## src/design/pnf_pkg.sv

```systemverilog
// Package for the pink noise filter: widths, coefficient table, microcode
// format and the microprogram itself, plus saturation helpers.
// Depends on nothing; every other design file imports it.
package pnf_pkg;

  localparam int SAMPLE_WIDTH = 16;
  localparam int STATE_WIDTH  = 32;
  localparam int NSEC         = 7;
  localparam int SEC_W        = $clog2(NSEC);
  localparam int COEF_W       = 18;
  localparam int SUM_W        = 32;
  localparam int FRAC_ST      = 23;
  localparam int FRAC_CO      = 17;

  localparam int MAX_W = (STATE_WIDTH > SUM_W) ? STATE_WIDTH : SUM_W;
  localparam int MB_W  = MAX_W;            // multiplier data operand
  localparam int PW    = COEF_W + MB_W;    // product width
  localparam int AW    = MAX_W + 4;        // accumulator, eight terms plus margin

  localparam int POLE_SHIFT = FRAC_CO;
  localparam int FEED_SHIFT = SAMPLE_WIDTH - 7;
  localparam int OUT_SHIFT  = FRAC_ST + FRAC_CO - (SAMPLE_WIDTH - 1);

  localparam int NCOEF  = 15;
  localparam int CIDX_W = $clog2(NCOEF);

  localparam int C_POLE   = 0;
  localparam int C_FEED   = 6;
  localparam int C_DIRECT = 12;
  localparam int C_DELAY  = 13;
  localparam int C_SCALE  = 14;

  localparam int DELAY_SEC = NSEC - 1;

  localparam int NSTEPS  = 17;
  localparam int PC_W    = $clog2(NSTEPS);
  localparam int S_WHITE = 16;

  typedef logic signed [COEF_W-1:0] coef_t;

  typedef enum logic [1:0] {
    OS_STATE,
    OS_SAMPLE,
    OS_SUM
  } osel_t;

  typedef enum logic [2:0] {
    OP_NONE,
    OP_INIT,
    OP_POLE,
    OP_SEC,
    OP_DIRECT,
    OP_DELAY,
    OP_OUT,
    OP_WHITE
  } op_t;

  typedef enum logic {
    CD_NONE,
    CD_WHITE
  } cond_t;

  typedef struct packed {
    logic [CIDX_W-1:0] cidx;
    osel_t             osel;
    logic [SEC_W-1:0]  sidx;
    logic [SEC_W-1:0]  widx;
    op_t               op;
    cond_t             cond;
    logic [PC_W-1:0]   target;
    logic              last;
  } ucode_t;

  typedef struct packed {
    logic   load;
    logic   exec;
    ucode_t uc;
  } dp_ctrl_t;

  function automatic coef_t coef_rom(input logic [CIDX_W-1:0] idx);
    coef_t c;
    case (idx)
      4'd0:    c = 18'sd130923;
      4'd1:    c = 18'sd130196;
      4'd2:    c = 18'sd127009;
      4'd3:    c = 18'sd113574;
      4'd4:    c = 18'sd72090;
      4'd5:    c = -18'sd99824;
      4'd6:    c = 18'sd7277;
      4'd7:    c = 18'sd9840;
      4'd8:    c = 18'sd20166;
      4'd9:    c = 18'sd40696;
      4'd10:   c = 18'sd69855;
      4'd11:   c = -18'sd2215;
      4'd12:   c = 18'sd70281;
      4'd13:   c = 18'sd15195;
      4'd14:   c = 18'sd14418;
      default: c = '0;
    endcase
    return c;
  endfunction

  function automatic ucode_t mk(input int c, input osel_t os, input int s, input int w,
                                input op_t op, input cond_t cd, input int t, input logic l);
    ucode_t u;
    u.cidx   = CIDX_W'(c);
    u.osel   = os;
    u.sidx   = SEC_W'(s);
    u.widx   = SEC_W'(w);
    u.op     = op;
    u.cond   = cd;
    u.target = PC_W'(t);
    u.last   = l;
    return u;
  endfunction

  // Each step issues one multiply and retires the product of the step before.
  function automatic ucode_t ucode_rom(input logic [PC_W-1:0] pc);
    ucode_t u;
    case (pc)
      5'd0:    u = mk(C_POLE + 0, OS_STATE,  0, 0, OP_INIT,   CD_WHITE, S_WHITE, 1'b0);
      5'd1:    u = mk(C_FEED + 0, OS_SAMPLE, 0, 0, OP_POLE,   CD_NONE,  0, 1'b0);
      5'd2:    u = mk(C_POLE + 1, OS_STATE,  1, 0, OP_SEC,    CD_NONE,  0, 1'b0);
      5'd3:    u = mk(C_FEED + 1, OS_SAMPLE, 0, 0, OP_POLE,   CD_NONE,  0, 1'b0);
      5'd4:    u = mk(C_POLE + 2, OS_STATE,  2, 1, OP_SEC,    CD_NONE,  0, 1'b0);
      5'd5:    u = mk(C_FEED + 2, OS_SAMPLE, 0, 0, OP_POLE,   CD_NONE,  0, 1'b0);
      5'd6:    u = mk(C_POLE + 3, OS_STATE,  3, 2, OP_SEC,    CD_NONE,  0, 1'b0);
      5'd7:    u = mk(C_FEED + 3, OS_SAMPLE, 0, 0, OP_POLE,   CD_NONE,  0, 1'b0);
      5'd8:    u = mk(C_POLE + 4, OS_STATE,  4, 3, OP_SEC,    CD_NONE,  0, 1'b0);
      5'd9:    u = mk(C_FEED + 4, OS_SAMPLE, 0, 0, OP_POLE,   CD_NONE,  0, 1'b0);
      5'd10:   u = mk(C_POLE + 5, OS_STATE,  5, 4, OP_SEC,    CD_NONE,  0, 1'b0);
      5'd11:   u = mk(C_FEED + 5, OS_SAMPLE, 0, 0, OP_POLE,   CD_NONE,  0, 1'b0);
      5'd12:   u = mk(C_DIRECT,   OS_SAMPLE, 0, 5, OP_SEC,    CD_NONE,  0, 1'b0);
      5'd13:   u = mk(C_DELAY,    OS_SAMPLE, 0, 0, OP_DIRECT, CD_NONE,  0, 1'b0);
      5'd14:   u = mk(C_SCALE,    OS_SUM,    0, 0, OP_DELAY,  CD_NONE,  0, 1'b0);
      5'd15:   u = mk(C_SCALE,    OS_SUM,    0, 0, OP_OUT,    CD_NONE,  0, 1'b1);
      5'd16:   u = mk(C_SCALE,    OS_SAMPLE, 0, 0, OP_WHITE,  CD_NONE,  0, 1'b1);
      default: u = mk(C_SCALE,    OS_SAMPLE, 0, 0, OP_NONE,   CD_NONE,  0, 1'b1);
    endcase
    return u;
  endfunction

  function automatic logic signed [STATE_WIDTH-1:0] sat_state(input logic signed [PW:0] x);
    logic signed [STATE_WIDTH-1:0] r;
    if (x[PW:STATE_WIDTH-1] == {(PW-STATE_WIDTH+2){x[PW]}}) begin
      r = x[STATE_WIDTH-1:0];
    end else begin
      r = {x[PW], {(STATE_WIDTH-1){~x[PW]}}};
    end
    return r;
  endfunction

  function automatic logic signed [SUM_W-1:0] sat_sum(input logic signed [AW-1:0] x);
    logic signed [SUM_W-1:0] r;
    if (x[AW-1:SUM_W-1] == {(AW-SUM_W+1){x[AW-1]}}) begin
      r = x[SUM_W-1:0];
    end else begin
      r = {x[AW-1], {(SUM_W-1){~x[AW-1]}}};
    end
    return r;
  endfunction

  function automatic logic signed [SAMPLE_WIDTH-1:0] sat_sample(input logic signed [PW-1:0] x);
    logic signed [SAMPLE_WIDTH-1:0] r;
    if (x[PW-1:SAMPLE_WIDTH-1] == {(PW-SAMPLE_WIDTH+1){x[PW-1]}}) begin
      r = x[SAMPLE_WIDTH-1:0];
    end else begin
      r = {x[PW-1], {(SAMPLE_WIDTH-1){~x[PW-1]}}};
    end
    return r;
  endfunction

endpackage

```

## src/design/pnf_if.sv

```systemverilog
// Valid/ready stream interfaces for the pink noise filter's sample channels.
// Depends on pnf_pkg for the sample width.
interface pnf_in_if import pnf_pkg::*; ();
  logic                           valid;
  logic                           ready;
  logic signed [SAMPLE_WIDTH-1:0] white_sample;

  modport source (output valid, output white_sample, input ready);
  modport sink   (input valid, input white_sample, output ready);
endinterface

interface pnf_out_if import pnf_pkg::*; ();
  logic                           valid;
  logic                           ready;
  logic signed [SAMPLE_WIDTH-1:0] noise_sample;

  modport source (output valid, output noise_sample, input ready);
  modport sink   (input valid, input noise_sample, output ready);
endinterface

```

## src/design/pnf_seq.sv

```systemverilog
// Microcode sequencer: step counter, program ROM lookup, mode register and
// request handshakes on both channels. Depends on pnf_pkg.
module pnf_seq import pnf_pkg::*; (
  input  logic     clk,
  input  logic     rst_n,
  input  logic     in_valid,
  output logic     in_ready,
  output logic     out_valid,
  input  logic     out_ready,
  input  logic     cfg_we,
  input  logic     cfg_wdata,
  output dp_ctrl_t ctrl
);

  logic            run_r, run_nxt;
  logic [PC_W-1:0] pc_r, pc_nxt;
  logic            out_valid_r, out_valid_nxt;
  logic            mode_r;
  ucode_t          uc;
  logic            accept;
  logic            stall;
  logic            exec;

  assign uc       = ucode_rom(pc_r);
  assign in_ready = !run_r;
  assign accept   = in_valid && in_ready;
  // The final step writes the output register, so it waits while a result is still held.
  assign stall    = uc.last && out_valid_r && !out_ready;
  assign exec     = run_r && !stall;

  assign out_valid = out_valid_r;
  assign ctrl.load = accept;
  assign ctrl.exec = exec;
  assign ctrl.uc   = uc;

  always_comb begin
    run_nxt = run_r;
    pc_nxt  = pc_r;
    if (accept) begin
      run_nxt = 1'b1;
      pc_nxt  = '0;
    end else if (exec) begin
      if (uc.last) begin
        run_nxt = 1'b0;
      end else if (uc.cond == CD_WHITE && !mode_r) begin
        pc_nxt = uc.target;
      end else begin
        pc_nxt = pc_r + 1'b1;
      end
    end
  end

  always_comb begin
    out_valid_nxt = out_valid_r;
    if (exec && uc.last) begin
      out_valid_nxt = 1'b1;
    end else if (out_ready) begin
      out_valid_nxt = 1'b0;
    end
  end

  always_ff @(posedge clk) begin
    if (!rst_n) begin
      run_r       <= 1'b0;
      pc_r        <= '0;
      out_valid_r <= 1'b0;
      mode_r      <= 1'b0;
    end else begin
      run_r       <= run_nxt;
      pc_r        <= pc_nxt;
      out_valid_r <= out_valid_nxt;
      if (cfg_we) begin
        mode_r <= cfg_wdata;
      end
    end
  end

  a_start: assert property (@(posedge clk) disable iff (!rst_n)
    accept |=> run_r && pc_r == '0)
    else $error("sequencer did not start at step zero");

  a_pc_range: assert property (@(posedge clk) disable iff (!rst_n)
    run_r |-> pc_r <= PC_W'(NSTEPS - 1))
    else $error("step counter ran past the program");

  a_finish: assert property (@(posedge clk) disable iff (!rst_n)
    exec && uc.last |=> out_valid_r && !run_r)
    else $error("final step did not present a result");

  a_result_src: assert property (@(posedge clk) disable iff (!rst_n)
    $rose(out_valid_r) |-> $past(run_r))
    else $error("result appeared without a request in progress");

endmodule

```

## src/design/pnf_dp.sv

```systemverilog
// Datapath of the pink noise filter: shared multiplier with product register,
// section state registers, accumulator and output register. Depends on pnf_pkg.
module pnf_dp import pnf_pkg::*; (
  input  logic                           clk,
  input  logic                           rst_n,
  input  dp_ctrl_t                       ctrl,
  input  logic signed [SAMPLE_WIDTH-1:0] in_sample,
  output logic signed [SAMPLE_WIDTH-1:0] out_sample
);

  localparam logic signed [PW-1:0] HALF_POLE = PW'(1) <<< (POLE_SHIFT - 1);
  localparam logic signed [PW-1:0] HALF_FEED = PW'(1) <<< (FEED_SHIFT - 1);
  localparam logic signed [PW-1:0] HALF_OUT  = PW'(1) <<< (OUT_SHIFT - 1);

  logic signed [SAMPLE_WIDTH-1:0] w_r;
  logic signed [PW-1:0]           prod_r;
  logic signed [PW-1:0]           ptmp_r;
  logic signed [AW-1:0]           acc_r;
  logic signed [STATE_WIDTH-1:0]  state_r [NSEC];
  logic signed [SAMPLE_WIDTH-1:0] out_r;

  coef_t                          coef;
  logic signed [MB_W-1:0]         mul_b;
  logic signed [PW-1:0]           prod_nxt;
  logic signed [PW-1:0]           pole_rs;
  logic signed [PW-1:0]           feed_rs;
  logic signed [PW-1:0]           out_rs;
  logic signed [PW:0]             sec_sum;
  logic signed [STATE_WIDTH-1:0]  new_sec;

  always_comb begin
    case (ctrl.uc.osel)
      OS_STATE:  mul_b = MB_W'(state_r[ctrl.uc.sidx]);
      OS_SAMPLE: mul_b = MB_W'(w_r);
      OS_SUM:    mul_b = MB_W'(sat_sum(acc_r));
      default:   mul_b = '0;
    endcase
  end

  assign coef     = coef_rom(ctrl.uc.cidx);
  assign prod_nxt = PW'(coef) * PW'(mul_b);

  // Round half up, then arithmetic shift down to the target format.
  assign pole_rs = (prod_r + HALF_POLE) >>> POLE_SHIFT;
  assign feed_rs = (prod_r + HALF_FEED) >>> FEED_SHIFT;
  assign out_rs  = (prod_r + HALF_OUT) >>> OUT_SHIFT;

  assign sec_sum = (PW+1)'(ptmp_r) + (PW+1)'(feed_rs);
  assign new_sec = sat_state(sec_sum);

  always_ff @(posedge clk) begin
    if (!rst_n) begin
      for (int i = 0; i < NSEC; i++) begin
        state_r[i] <= '0;
      end
    end else if (ctrl.exec) begin
      case (ctrl.uc.op)
        OP_SEC:   state_r[ctrl.uc.widx] <= new_sec;
        OP_DELAY: state_r[DELAY_SEC] <= sat_state((PW+1)'(feed_rs));
        default:  ;
      endcase
    end
  end

  always_ff @(posedge clk) begin
    if (ctrl.load) begin
      w_r <= in_sample;
    end
    if (ctrl.exec) begin
      prod_r <= prod_nxt;
      case (ctrl.uc.op)
        OP_INIT:   acc_r  <= AW'(state_r[DELAY_SEC]);
        OP_POLE:   ptmp_r <= pole_rs;
        OP_SEC:    acc_r  <= acc_r + AW'(new_sec);
        OP_DIRECT: acc_r  <= acc_r + AW'(feed_rs);
        OP_OUT:    out_r  <= sat_sample(out_rs);
        OP_WHITE:  out_r  <= w_r;
        default:   ;
      endcase
    end
  end

  assign out_sample = out_r;

endmodule

```

## src/design/pink_noise_filter.sv

```systemverilog
// Pink noise filter top level: connects the sequencer and datapath to the
// stream channels and the mode register port. Depends on pnf_pkg, pnf_if,
// pnf_seq and pnf_dp.
//
// Usage: white samples (signed Q1.15) arrive on in_ch, one result per request
// leaves on out_ch as a signed Q1.15 sample; copy it to both stereo channels.
// cfg_we with cfg_wdata selects the mode: 0 passes the sample through, 1 runs
// the six pole sections, the direct and delayed terms and the output scaling.
// A 17 step microprogram drives one shared 18 by 32 multiplier; each step
// issues one product and retires the one before.
// In pink mode the steps run in order up to the output step; in white mode the
// first step jumps straight to the pass-through step. The final step of either
// mode writes the output register and raises out_ch.valid.
// in_ch.ready is low while a request is in progress; a finished result waits
// in the output register, and a new request is taken meanwhile.
// If the receiver stalls, the next request runs up to its final step and holds
// there until the waiting result is taken.
// Reset clears the section states, the mode (white), the run state and the output valid flag.
module pink_noise_filter import pnf_pkg::*; (
  input  logic            clk,
  input  logic            rst_n,
  pnf_in_if.sink          in_ch,
  pnf_out_if.source       out_ch,
  input  logic            cfg_we,
  input  logic            cfg_wdata
);

  dp_ctrl_t ctrl;

  pnf_seq u_seq (
    .clk       (clk),
    .rst_n     (rst_n),
    .in_valid  (in_ch.valid),
    .in_ready  (in_ch.ready),
    .out_valid (out_ch.valid),
    .out_ready (out_ch.ready),
    .cfg_we    (cfg_we),
    .cfg_wdata (cfg_wdata),
    .ctrl      (ctrl)
  );

  pnf_dp u_dp (
    .clk        (clk),
    .rst_n      (rst_n),
    .ctrl       (ctrl),
    .in_sample  (in_ch.white_sample),
    .out_sample (out_ch.noise_sample)
  );

endmodule
```

## src/flat_wrapper.sv

```systemverilog
// flat-port wrapper written by rule: the top's interface ports become plain ports
module pink_noise_filter_flat import pnf_pkg::*;
  (clk, rst_n, cfg_we, cfg_wdata, in_ch_valid, in_ch_white_sample, in_ch_ready, out_ch_valid, out_ch_noise_sample, out_ch_ready);
  pnf_in_if in_ch_i ();
  pnf_out_if out_ch_i ();
  input  logic clk;
  input  logic rst_n;
  input  logic cfg_we;
  input  logic cfg_wdata;
  input wire logic [$bits(in_ch_i.valid)-1:0] in_ch_valid;
  input wire logic [$bits(in_ch_i.white_sample)-1:0] in_ch_white_sample;
  output wire logic [$bits(in_ch_i.ready)-1:0] in_ch_ready;
  output wire logic [$bits(out_ch_i.valid)-1:0] out_ch_valid;
  output wire logic [$bits(out_ch_i.noise_sample)-1:0] out_ch_noise_sample;
  input wire logic [$bits(out_ch_i.ready)-1:0] out_ch_ready;
  assign in_ch_i.valid = in_ch_valid;
  assign in_ch_i.white_sample = in_ch_white_sample;
  assign in_ch_ready = in_ch_i.ready;
  assign out_ch_valid = out_ch_i.valid;
  assign out_ch_noise_sample = out_ch_i.noise_sample;
  assign out_ch_i.ready = out_ch_ready;
  pink_noise_filter u_core (.clk(clk), .rst_n(rst_n), .in_ch(in_ch_i), .out_ch(out_ch_i), .cfg_we(cfg_we), .cfg_wdata(cfg_wdata));
endmodule
```

## config.mk

```make
export PLATFORM = sky130hd
export DESIGN_NAME = pink_noise_filter_flat
export DESIGN_NICKNAME = d
export VERILOG_FILES = /design/src/design/pnf_pkg.sv /design/src/design/pnf_if.sv /design/src/design/pnf_seq.sv /design/src/design/pnf_dp.sv /design/src/design/pink_noise_filter.sv /design/src/flat_wrapper.sv
export SDC_FILE = /design/constraint.sdc
export NUM_CORES = 2
export LEC_CHECK = 0
export BUFFER_PORTS_ARGS = -buffer_cell sky130_fd_sc_hd__buf_2
export CAP_MARGIN = 5
export CELL_PAD_IN_SITES_DETAIL_PLACEMENT = 0
export CELL_PAD_IN_SITES_GLOBAL_PLACEMENT = 2
export CORE_MARGIN = 8
export CORE_UTILIZATION = 47
export CTS_CLUSTER_DIAMETER = 80
export DETAILED_ROUTE_END_ITERATION = 7
export PLACE_DENSITY_LB_ADDON = 0.1
export SLEW_MARGIN = 15
export SYNTH_ARGS = -nofsm -noshare
export SYNTH_HDL_FRONTEND = slang
export SYNTH_SLANG_ARGS = --single-unit
```

## constraint.sdc

```tcl
create_clock -name clk -period 25.3 [get_ports clk]
set_clock_uncertainty 0.2 [all_clocks]
set_input_delay 5.06 -clock clk [delete_from_list [all_inputs] [get_ports clk]]
set_output_delay 5.06 -clock clk [all_outputs]
set_load 0.005 [all_outputs]
```

# Yosys cells after proc, flatten, opt, wreduce, memory -nomap -nowiden
# Memories as Yosys holds them, arrays and structs flattened. A register that Yosys moved wholly into a read port is not among the register bits.
# Index checks and enable logic that the tools add are counted.
[totals]
register_bits = 159
mem_bits_rw = 224
romBits = 864
in_bits = 22
output_inout_bits = 18
mem_count = 3
[op_classes]
add_sub_neg = 7
multipliers = 1
eq_ne = 13
n_mux = 31
n_bitwise = 7
n_reduce_logical = 23
[memory_table]
columns = ["memory", "depth", "word_bits", "rd", "rd_ports_with_merged_regs", "wr", "line", "text"]
rows = [
  ["(name not given)", 32, 18, 1, 1, 0, "pnf_pkg.sv:120", "case (pc)"],
  ["(name not given)", 16, 18, 1, 0, 0, "pnf_pkg.sv:82", "case (idx)"],
  ["u_core.u_dp.state_r", 7, 32, 2, 0, 7, "pnf_dp.sv:19", "logic signed [STATE_WIDTH-1:0] state_r [NSEC];"],
]
[op_table]
columns = ["operator", "n"]
rows = [
  ["32-bit two-way mux", 8],
  ["36-bit one-hot mux with 3 select lines", 1],
  ["32-bit one-hot mux with 3 select lines", 1],
  ["50-bit by 10-bit adder with 50-bit output (second input constant)", 1],
  ["50-bit by 18-bit adder with 50-bit output (second input constant)", 1],
  ["50-bit by 26-bit adder with 50-bit output (second input constant)", 1],
  ["18-bit by 32-bit multiplier with 50-bit output", 1],
  ["33-bit by 41-bit adder with 42-bit output", 1],
  ["36-bit by 32-bit adder with 36-bit output", 1],
  ["36-bit adder", 1],
  ["16-bit one-hot mux with 2 select lines", 1],
  ["32-bit OR reduction", 1],
  ["19-bit == test", 1],
  ["9-bit == test", 2],
  ["16-bit two-way mux", 1],
  ["1-bit two-way mux", 15],
  ["5-bit two-way mux", 3],
  ["3-bit == test (second input constant)", 4],
  ["2-bit AND reduction", 5],
  ["2-bit nonzero test", 4],
  ["3-bit by 2-bit == test with 1-bit output (second input constant)", 2],
  ["1-bit logical AND", 6],
  ["1-bit inverter", 6],
  ["5-bit by 1-bit adder with 5-bit output (second input constant)", 1],
  ["10 further kinds", 13],
]

# Logic depth before layout (Yosys ltp)
[logic_depth]
ltp_word = 9
depth_mapped = 41
depth_no_buf = 36

# By module
# From an unflattened synthesis, not the netlist that was laid out.
[unflattened]
hier_cells = 4563
area_unflattened_um2 = 45225.9
[by_module_without_submodules]
columns = ["module", "instances", "cells_per_inst", "area_per_inst_um2", "seq_area_each_um2"]
rows = [
  ["pnf_dp", 1, 4423, 43905.9, 11981.5],
  ["pnf_seq", 1, 140, 1320.0, 500.5],
]

# Worst setup path after synthesis
# Ideal clock, no wire load.
[synth_timing]
path_type = "input-to-reg"
startpoint = "input port out_ch_ready"
endpoint = "register u_core.u_dp.acc_r[0], enable pin"
setup_ns = 0.485
arrival_ns = 10.256
required_ns = 24.615
setup_slack_ns = 14.359
stages = 3
path_cell_list = "inv_1 a31oi_1 a21boi_0"
[synth_rtl]
columns = ["element", "line", "text"]
rows = [
  ["start, declared", "flat_wrapper.sv:15", "input wire logic [$bits(out_ch_i.ready)-1:0] out_ch_ready;"],
  ["end signal, assigned", "pnf_dp.sv:72", "OP_INIT: acc_r <= AW'(state_r[DELAY_SEC]);"],
  ["end signal, assigned", "pnf_dp.sv:74", "OP_SEC: acc_r <= acc_r + AW'(new_sec);"],
  ["end signal, assigned", "pnf_dp.sv:75", "OP_DIRECT: acc_r <= acc_r + AW'(feed_rs);"],
  ["end, declared", "pnf_dp.sv:18", "logic signed [AW-1:0] acc_r;"],
]

# Final worst setup path
[layout_timing]
startpoint = "register u_core.u_dp.prod_r[18]"
endpoint = "register u_core.u_dp.acc_r[32] (data pin)"
[layout_between]
elab_chain_len = 6
elab_cells_between_ends = 8
[layout_rtl]
columns = ["element", "line", "text"]
rows = [
  ["start, declared", "pnf_dp.sv:16", "logic signed [PW-1:0] prod_r;"],
  ["start signal, assigned", "pnf_dp.sv:70", "prod_r <= prod_nxt;"],
  ["50-bit by 10-bit adder with 50-bit output *", "pnf_dp.sv:45", "assign feed_rs = (prod_r + HALF_FEED) >>> FEED_SHIFT;"],
  ["33-bit by 41-bit adder with 42-bit output", "pnf_dp.sv:48", "assign sec_sum = (PW+1)'(ptmp_r) + (PW+1)'(feed_rs);"],
  ["19-bit == test or 1-bit inverter (tied branches)", "pnf_pkg.sv:145, pnf_pkg.sv:148", ""],
  ["32-bit two-way mux", "pnf_pkg.sv:145", "if (x[PW:STATE_WIDTH-1] == {(PW-STATE_WIDTH+2){x[PW]}}) begin"],
  ["36-bit by 32-bit adder with 36-bit output", "pnf_dp.sv:74", ""],
  ["36-bit one-hot mux with 3 select lines *", "pnf_dp.sv:71", "case (ctrl.uc.op)"],
]
# Every way passes the cells marked *; elsewhere a longest branch is shown, timed or not.
# A chain may end at the register's enable or synchronous reset.

==> metrics.cfg <==
[cells_and_area]
regArea_sq_um=12500
multi_input_area_sq_um=28300
fin_nets=5204
postLayoutCoreUtil_pct=50.7
syn_to_final_growth_pct=7.16
num-fill-cells=8735
drive_above_1_share_pct=8.26

[timing]
post-route-min-period_ps=11090
hold_viol=0
fmaxAchievable_mhz=90.2
tightest_slew_ps=1250
setup-violations-final=0
slew_violations=0
rsz0062_at_grt=no
slew_headroom_pct=16.1
finalSetupTns_ps=0
final.period_utilization_pct=43.8

[setup_path]
reg2reg_depth=35
critical_path_required_ps=25370
cp.arrival_ps=11160
crit_type=register to register
crit_path_frequent_cell=nand2_1
crit_slowest_cell=a211oi_1
rrSetupSlack_ps=14210
startpoint_type=register
slowest_delay_ps=570
crit_path_end_kind=register
cp_max_fo=40

[clock_network]
htree_num_levels=2
postCtsSetupBuffers=0
cts_tree=yes
cts_buffer_depth=3
clock-sinks=424
cts_buffers=43
cts_root_buf=clkbuf_16
hold_buffers=0
clkTransAtPathRegs_ps=60
clock_latency_ps=590
post_cts_resized=0

[placed_design]
portBuffers=39
hpwl_mm=112
gp_congestion=0.985

[die]
ioPinCount=40
start_util_pct=47.3
die_h_microns=322
die_x_microns=322
design.core.area_sq_um=93200
die_area_sq_um=104000
std_cell_rows=112

[grt]
grt_max_degree=66
grt_pass1_vias=33500
antenna_found_initial=3
grt_util_all_layers_pct=28.2
grt_overflow_total=0
grt_first_pass_wirelength_mm=219

[synth]
synth.net_count=5260
netlist_area_sq_um=44100
synth.avg_cell_area_sq_um=9.87
ys_seq_area_share_pct=28.3
synth_edf_count=399
synth.top_cell.area_share_pct=27.2
synthTopCellsByArea=edfxtp_1 (27%), fa_1 (25%), ha_1 (6.1%)
yosysWarnings=0
ys_async_sr_fraction_pct=0
ys.flop_type=edfxtp_1
ys_types=85
netlist_instances=4470
ys_seq_elements=424
yosys.area.top_type=edfxtp_1

[min_path]
min_path_type=register to register
hold_depth=2

[run]
maxCapViolCount=0

[detailed_routing]
post_drt_wl_per_cell_microns=25.6
firstDrtPassIters=6
route.detailed.drc=0
via_count=32700
vias_per_cell=5.73
wirelength_mm=146
ant_nets=0
drtIter0Drc=2923

[outcome]
status=finished, final reports clean

==> synth_stat cells, types with 36 or more instances <==
library cell / n
a21oi_1: 175
edfxtp_1: 399
o211ai_1: 56
clkbuf_1: 183
nor2_1: 380
ha_1: 214
nand2_1: 507
nand3_1: 41
inv_1: 705
fa_1: 554
xnor2_1: 112
a21o_1: 72
nor2b_1: 56
o21ai_0: 252
a211oi_1: 38
o21ai_1: 36
mux4_2: 64
xor2_1: 98
==> metrics by stage <==
| stage | cell area (sq um) | instances | hold slack (ps) | setup WS [ps] |
|---|---|---|---|---|
| finish | 47300 | 5698 | 315 | 14210 |
| detailed placement | 45900 | 5623 | 299 | 14680 |
| global placement | 45900 | 5623 | 290 | 14910 |
| floorplan | 44100 | 4470 | 261 | 14360 |
| CTS | 47300 | 5696 | 314 | 14630 |
| global route | 47300 | 5697 | 340 | 13720 |
==> cell families after synthesis <==
kind of cell | count (synthesis) | synth area share (%)
muxes | 99 | 4.19
buffers and inverters | 943 | 8.26
adders and majority gates | 768 | 31.2
AOI/OAI and AO/OA | 818 | 11.7
DFF | 424 | 28.3
xor gates and xnor gates | 210 | 4.17
and+or+nand+nor | 1208 | 12.1
==> sequential cells by signal, indices dropped and copies added (netlist names) <==
signal,count
u_core.u_dp.state_r,256
u_core.u_seq.out_valid,1
u_core.u_dp.ptmp_r,33
u_core.u_dp.out_sample,16
u_core.u_dp.w_r,16
u_core.u_seq.uc,17
u_core.u_seq.run_r,1
u_core.u_seq.pc_r,5
u_core.u_seq.mode_r,1
u_core.u_dp.prod_r,42
u_core.u_dp.acc_r,36
==> cells in the final DEF (no fill, tap or decap), types with 14 or more instances in the layout <==
cell type    n
a211oi_1    38
a21o_1      72
a21oi_1    169
a31oi_1     17
and2_1      33
and3_1      24
buf_2       39
buf_4       98
clkbuf_16   43
dfxtp_1     21
edfxtp_1   399
fa_1       554
ha_1       214
inv_1      705
mux2i_1     25
mux4_2      64
nand2_1    507
nand2b_1    34
nand3_1     40
nand4_1     26
nor2_1     378
nor2b_1     56
nor3_1      25
o211a_1     14
o211ai_1    56
o21a_1      18
o21ai_0    249
o21ai_1     34
o21ai_2     23
o311ai_1    14
o31a_1      16
or2_2       15
xnor2_1    112
xor2_1      98
==> final cells by class <==
cell class / instances / area share, %
Timing Repair Buffer: 137 / 1.97
Tap cell: 1254 / 3.32
Antenna cell: 2 / 0.0106
Inverter: 705 / 5.60
Multi-Input combinational cell: 3103 / 59.8
Sequential cell: 424 / 26.4
Clock buffer: 53 / 2.36
Clock inverter: 20 / 0.537
==> path summary, 6_finish.rpt <==
check                    startpoint                     end
max reg2reg  u_core.u_dp.prod_r[18]   u_core.u_dp.acc_r[32]
min reg2reg      u_core.u_seq.run_r  u_core.u_seq.out_valid
max          u_core.u_dp.prod_r[18]   u_core.u_dp.acc_r[32]
min              u_core.u_seq.run_r  u_core.u_seq.out_valid
==> layer usage <==
layer	track usage, %	vias up	routed length, microns
met5	0	-	0
met4	7.94	0	4680
met3	3.90	205	9200
met2	46.8	1053	69700
met1	38.9	16800	62500
li1	-	14600	-
==> worst max-delay path: cells and delay by family, from the launching register on <==
kind,cells,cell delay [ps]
flops,1,420
xor+xnor,2,530
compound gates,16,4560
buf+inv,2,640
fa+ha+maj,3,1050
simple gates,12,3290
Power is left out: the tool's default activity adds up to more than one toggle a clock period on the data nets, which glitch-free logic cannot reach.
